[config.mk]
export PLATFORM = sky130hd
export DESIGN_NAME = owm_ctrl
export DESIGN_NICKNAME = d
export VERILOG_FILES = /design/src/design/owm_pkg.sv /design/src/design/owm_ctrl.sv
export SDC_FILE = /design/constraint.sdc
export NUM_CORES = 1
export LEC_CHECK = 0
export ABC_AREA = 0
export ABC_CLOCK_PERIOD_IN_PS = 2800
export BUFFER_PORTS_ARGS = -buffer_cell sky130_fd_sc_hd__buf_2
export CAP_MARGIN = 0
export CORE_UTILIZATION = 37
export CTS_CLUSTER_SIZE = 16
export DETAILED_ROUTE_END_ITERATION = 6
export SYNTH_ARGS = -nofsm -noshare
export SYNTH_HDL_FRONTEND = slang
export SYNTH_SLANG_ARGS = --single-unit
[constraint.sdc]
create_clock -name clk -period 2.8 [get_ports clk]
set_input_delay 0.42 -clock clk [delete_from_list [all_inputs] [get_ports clk]]
set_output_delay 0.42 -clock clk [all_outputs]
set_load 0.02 [all_outputs]
[src/design/owm_pkg.sv]
`default_nettype none
// ----------------------------------------------------------------------------
// owm_pkg: shared types and constants of the omni wheel motion mixer
// Command codes, state encoding and controller to datapath signal groups.
// ----------------------------------------------------------------------------
package owm_pkg;

	localparam logic [2:0] MODE_STOP  = 3'd0;
	localparam logic [2:0] MODE_TURN  = 3'd1;
	localparam logic [2:0] MODE_DASH  = 3'd2;
	localparam logic [2:0] MODE_SKICK = 3'd3;
	localparam logic [2:0] MODE_KICK  = 3'd4;
	localparam logic [2:0] MODE_CATCH = 3'd5;

	localparam logic [2:0] REG_COS_FRONT = 3'd0;
	localparam logic [2:0] REG_SIN_FRONT = 3'd1;
	localparam logic [2:0] REG_COS_BACK  = 3'd2;
	localparam logic [2:0] REG_SIN_BACK  = 3'd3;
	localparam logic [2:0] REG_INV_RAD   = 3'd4;
	localparam logic [2:0] REG_RATIO     = 3'd5;

	localparam logic signed [17:0] DASH_GAIN_Q24 = 18'sd100663;
	localparam logic signed [7:0]  CATCH_LEVEL   = 8'sd100;
	// ceil(2^34 / 5): floor(2a / 5) is (a * DECAY_RECIP) >> 33 for any 32-bit a
	localparam logic [31:0]        DECAY_RECIP   = 32'hCCCCCCCD;

	// datapath micro-operations, one per cycle
	typedef enum logic [4:0] {
		OP_NONE,
		OP_LOAD,     // latch command, apply mode effects
		OP_SIN_PREP, // quarter folding for sin or cos
		OP_X2,
		OP_P1,
		OP_P2,
		OP_P3,
		OP_DASH_MUL, // power * sine
		OP_DASH_GAIN,// * gain, round
		OP_DASH_ACC, // accumulate and saturate
		OP_MIX_A,    // first product of a wheel
		OP_MIX_B,    // second product, sum, round
		OP_LIN,      // * inv radius
		OP_SPIN_A,
		OP_SPIN_B,
		OP_WHEEL,    // add spin, *100, round, saturate
		OP_FINISH    // decay and clear short-kick dribbler
	} op_t;

	typedef struct packed {
		op_t        op;
		logic       sel_cos; // second dash axis
		logic [1:0] wheel;
	} dp_cmd_t;

	typedef enum logic [4:0] {
		ST_IDLE  = 5'b00001,
		ST_DASH  = 5'b00010,
		ST_MIX   = 5'b00100,
		ST_OUT   = 5'b01000,
		ST_WAIT  = 5'b10000
	} state_t;

	function automatic logic signed [63:0] rnd_shift(input logic signed [63:0] v,
			input int n);
		logic signed [63:0] half;
		logic signed [63:0] a;
		half = 64'sd1 <<< (n - 1);
		a = (v < 0) ? -v : v;
		a = (a + half) >>> n;
		return (v < 0) ? -a : a;
	endfunction

endpackage
`default_nettype wire

[src/design/owm_ctrl.sv]
`default_nettype none
// ----------------------------------------------------------------------------
// owm_ctrl: motion mixer controller
// Sequences the datapath steps of one command and holds the output handshake.
// ----------------------------------------------------------------------------
module owm_ctrl (
	input  wire logic             clk,
	input  wire logic             arst_n,
	input  wire logic             in_fire,
	input  wire logic [2:0]       mode,
	input  wire logic             out_taken,
	output logic                  busy,
	output logic                  out_valid,
	output owm_pkg::dp_cmd_t      cmd
);
	owm_pkg::state_t st_q;
	logic [3:0] step_q;
	logic [1:0] wheel_q;
	logic axis_q;

	assign busy = (st_q != owm_pkg::ST_IDLE);
	assign out_valid = (st_q == owm_pkg::ST_WAIT);

	always_comb begin
		cmd = '{op: owm_pkg::OP_NONE, sel_cos: axis_q, wheel: wheel_q};
		unique case (st_q)
			owm_pkg::ST_IDLE: if (in_fire) cmd.op = owm_pkg::OP_LOAD;
			owm_pkg::ST_DASH: begin
				case (step_q)
					4'd0: cmd.op = owm_pkg::OP_SIN_PREP;
					4'd1: cmd.op = owm_pkg::OP_X2;
					4'd2: cmd.op = owm_pkg::OP_P1;
					4'd3: cmd.op = owm_pkg::OP_P2;
					4'd4: cmd.op = owm_pkg::OP_P3;
					4'd5: cmd.op = owm_pkg::OP_DASH_MUL;
					4'd6: cmd.op = owm_pkg::OP_DASH_GAIN;
					default: cmd.op = owm_pkg::OP_DASH_ACC;
				endcase
			end
			owm_pkg::ST_MIX: begin
				case (step_q)
					4'd0: cmd.op = owm_pkg::OP_SPIN_A;
					4'd1: cmd.op = owm_pkg::OP_SPIN_B;
					4'd2: cmd.op = owm_pkg::OP_MIX_A;
					4'd3: cmd.op = owm_pkg::OP_MIX_B;
					4'd4: cmd.op = owm_pkg::OP_LIN;
					default: cmd.op = owm_pkg::OP_WHEEL;
				endcase
			end
			owm_pkg::ST_OUT: cmd.op = owm_pkg::OP_NONE;
			owm_pkg::ST_WAIT: if (out_taken) cmd.op = owm_pkg::OP_FINISH;
			default: ;
		endcase
	end

	always_ff @(posedge clk or negedge arst_n) begin
		if (!arst_n) begin
			st_q <= owm_pkg::ST_IDLE; step_q <= '0; wheel_q <= '0; axis_q <= 1'b0;
		end else begin
			unique case (st_q)
				owm_pkg::ST_IDLE: if (in_fire) begin
					step_q <= '0; wheel_q <= '0; axis_q <= 1'b0;
					st_q <= (mode == owm_pkg::MODE_DASH) ? owm_pkg::ST_DASH : owm_pkg::ST_MIX;
				end
				owm_pkg::ST_DASH: begin
					if (step_q == 4'd7) begin
						step_q <= '0;
						axis_q <= 1'b1;
						if (axis_q) st_q <= owm_pkg::ST_MIX;
					end else step_q <= step_q + 4'd1;
				end
				owm_pkg::ST_MIX: begin
					if (step_q == 4'd5) begin
						wheel_q <= wheel_q + 2'd1;
						step_q <= 4'd2;
						if (wheel_q == 2'd3) st_q <= owm_pkg::ST_OUT;
					end else step_q <= step_q + 4'd1;
				end
				owm_pkg::ST_OUT: st_q <= owm_pkg::ST_WAIT;
				owm_pkg::ST_WAIT: if (out_taken) st_q <= owm_pkg::ST_IDLE;
				default: st_q <= owm_pkg::ST_IDLE;
			endcase
		end
	end
endmodule
`default_nettype wire

==> impl_metrics.sql <==
INSERT INTO impl_metrics (metric_group, metric, value, unit) VALUES
('synth', 'synth_top_area_cell', 'dfrtp_1', ''),
('die', 'floorplan.die.width', '51.9', 'um'),
('synth', 'synth_area_per_cell', '9.02', 'sq um'),
('detailed_routing', 'route.vias.total', '868', ''),
('timing', 'finalWorstSetupSlack', '0.277', 'ns'),
('finish', 'seq_area', '302', 'sq um'),
('worst_setup_path', 'reg2reg_setup_slack', '1.06', 'ns'),
('synth', 'synth_warnings', '0', ''),
('finish', 'n_diodes', '0', ''),
('timing', 'relSlewSlack', '66.0', '%'),
('placement', 'buffer_ports.inserted', '16', ''),
('clock_network', 'level_count_of_the_clock_h_tree', '1', ''),
('detailed_routing', 'drt_wl_total', '2210', 'um'),
('power', 'switching_power', '0.000467', 'W'),
('detailed_routing', 'wire_per_inst', '15.1', 'um'),
('placement', 'dpl.hpwl', '1670', 'um'),
('clock_network', 'cts.path.max_buffers', '2', ''),
('clock_network', 'cts.hold.buffers_added', '0', ''),
('placement', 'gp_routability_congestion', '0.805', ''),
('synth', 'synth-compound-area-share', '26.8', '%'),
('synth', 'async_flop_share', '100', '%'),
('timing', 'rsz0062_at_grt', 'false', ''),
('worst_setup_path', 'timing.critical_path.required', '2.38', 'ns'),
('synth', 'synth_area', '920', 'sq um'),
('synth', 'synth_simple_gate_area_share', '25.6', '%'),
('die', 'die_area', '2690', 'sq um'),
('worst_setup_path', 'crit_chain', 'or4b_1 > nand2b_1 > a32oi_1 > o22a_1 > buf_2', ''),
('synth', 'synth_cell_types', '48', ''),
('timing', 'final.period_utilization', '90.1', '%'),
('synth', 'synth_nets', '114', ''),
('worst_setup_path', 'critPathArrivalTime', '2.10', 'ns'),
('clock_network', 'clk_transition_reported_paths', '0.08', 'ns'),
('synth', 'portion_of_netlist_area_occupied_by_mux_cells', '1.09', '%'),
('clock_network', 'tritoncts', 'yes', ''),
('synth', 'synth_edf_count', '0', ''),
('finish', 'final_util', '46.2', '%'),
('timing', 'slew_at_the_pin_closest_to_its_max_slew_limit', '0.502', 'ns'),
('synth', 'synthesis.instances', '102', ''),
('timing', 'finalHoldViolCount', '0', ''),
('synth', 'ys_ff_latch', '12', ''),
('power', 'vdd_ir_drop_max', '0.000422', 'V'),
('finish', 'area_used_by_multi_input_combinational_logic', '572', 'sq um'),
('worst_setup_path', 'critical_path.top_delay_family', 'simple AND/OR/NAND/NOR gates', ''),
('global_routing', 'grt_pass1_wl', '3530', 'um'),
('timing', 'totalNegativeSetupSlack', '0', 'ns'),
('clock_network', 'number_of_buffers_created_by_cts', '3', ''),
('placement', 'dp_slack', '0.583', 'ns'),
('global_routing', 'grt_antenna_before_repair', '0', ''),
('clock_network', 'clock_tree.root_cell', 'clkbuf_4', ''),
('worst_setup_path', 'endpoint_kind', 'output port', ''),
('die', 'rows', '17', ''),
('timing', 'fin_worst_skew', '0.00321', 'ns'),
('finish', 'drive_gt1_share', '22.9', '%'),
('finish', 'instances_no_fill', '146', ''),
('finish', 'nFillCells', '238', ''),
('clock_network', 'cts.sinks', '12', ''),
('synth', 'synth_top_family_by_area', 'compound AO/OA/AOI/OAI gates', ''),
('synth', 'ys_top_cells_by_count', 'dfrtp_1 (11), nor2_1 (8), a21oi_1 (7), inv_1 (7), nand2_1 (6)', ''),
('detailed_routing', 'antenna_violating_nets_post_route', '0', ''),
('die', 'start_util', '40.4', '%'),
('worst_setup_path', 'timing.rr.end', 'wheel_q[1]$_DFFE_PN0P_', ''),
('synth', 'yosys-top-cells-area', 'dfrtp_1 (30%), ha_1 (6.8%), a21oi_1 (3.8%)', ''),
('power', 'seqPwrFrac', '29.8', '%'),
('clock_network', 'clock_insertion_delay_worst_skew', '0.27', 'ns'),
('synth', 'synthAdderAreaFrac', '6.80', '%'),
('timing', 'final_period_minus_worst_setup_slack', '2.52', 'ns'),
('outcome', 'status', 'finished clean', ''),
('timing', 'timing.final.setup_violations', '0', ''),
('die', 'fp.coreArea', '2280', 'sq um'),
('power', 'power_switching_share', '47.1', '%'),
('finish', 'area_growth_syn_to_layout', '14.3', '%');
==> per-layer routing <==
| layer | GRT usage (%) | part of all wire, % | wire (um) |
|---|---|---|---|
| met1 | 20.3 | 42 | 927 |
| met2 | 31.6 | 51 | 1130 |
| met3 | 4.68 | 5.7 | 125 |
| met4 | 8.11 | 1.3 | 29 |
| met5 | 0 | 0 | 0 |
==> flip-flops by register name, indices dropped and copies added (netlist names) <==
name and count:
st_q 5, step_q 4, wheel_q 2, axis_q 1
==> power groups by stage <==
stage | clock (W) | sequential, W | combinational [W]
floorplan | 0 | 0.000263 | 0.000451
global placement | 0 | 0.000295 | 0.000548
detailed placement | 0 | 0.000296 | 0.000553
CTS | 0.000142 | 0.000293 | 0.000556
global route | 0.000148 | 0.000305 | 0.000609
finish | 0.000137 | 0.000295 | 0.000558
==> stage by stage <==
stage | area, sq um | power [W]
floorplan | 920 | 0.000713
global placement | 1010 | 0.000843
detailed placement | 1010 | 0.000850
CTS | 1050 | 0.000991
global route | 1050 | 0.00106
finish | 1050 | 0.000991
==> kinds of logic after synthesis <==
family / count (synthesis)
adders and majority gates: 5
DFF: 12
AOI/OAI and AO/OA: 32
buffers and inverters: 11
xor gates and xnor gates: 2
and+or+nand+nor: 39
muxes: 1
==> placed cells by master (no fill, tap or decap), types with 3 or more instances in the layout <==
cell	instances
o2bb2ai_1	3
nor2_1	8
ha_1	5
buf_2	16
inv_1	7
a22oi_1	3
clkbuf_4	3
nor3_1	3
and3b_1	3
a21oi_1	7
nand2_1	6
dfrtp_1	11
o21ai_0	4
==> worst max path at each step <==
| stage | start | endpoint | slack, ns | cells past startpoint |
|---|---|---|---|---|
| 6_report | st_q[3]$_DFFE_PN0P_ | cmd[5] | 0.28 | 5 |
| 5_1_grt | st_q[3]$_DFFE_PN0P_ | cmd[5] | 0.17 | 5 |
| 4_1_cts | st_q[3]$_DFFE_PN0P_ | cmd[5] | 0.28 | 5 |
| 3_5_place_dp | st_q[3]$_DFFE_PN0P_ | cmd[5] | 0.58 | 5 |
| 3_3_place_gp | st_q[3]$_DFFE_PN0P_ | cmd[5] | 0.62 | 5 |
| 2_1_floorplan | st_q[3]$_DFFE_PN0P_ | cmd[6] | 0.72 | 3 |
==> layout make-up <==
| type | instances | share of cell area, % |
|---|---|---|
| sequential | 12 | 28.7 |
| clock buffer | 4 | 3.45 |
| tap | 28 | 3.33 |
| inverter | 7 | 2.50 |
| timing repair buffer | 16 | 7.62 |
| multi-input combinational | 79 | 54.4 |
Power figures use the tool's default switching activity.
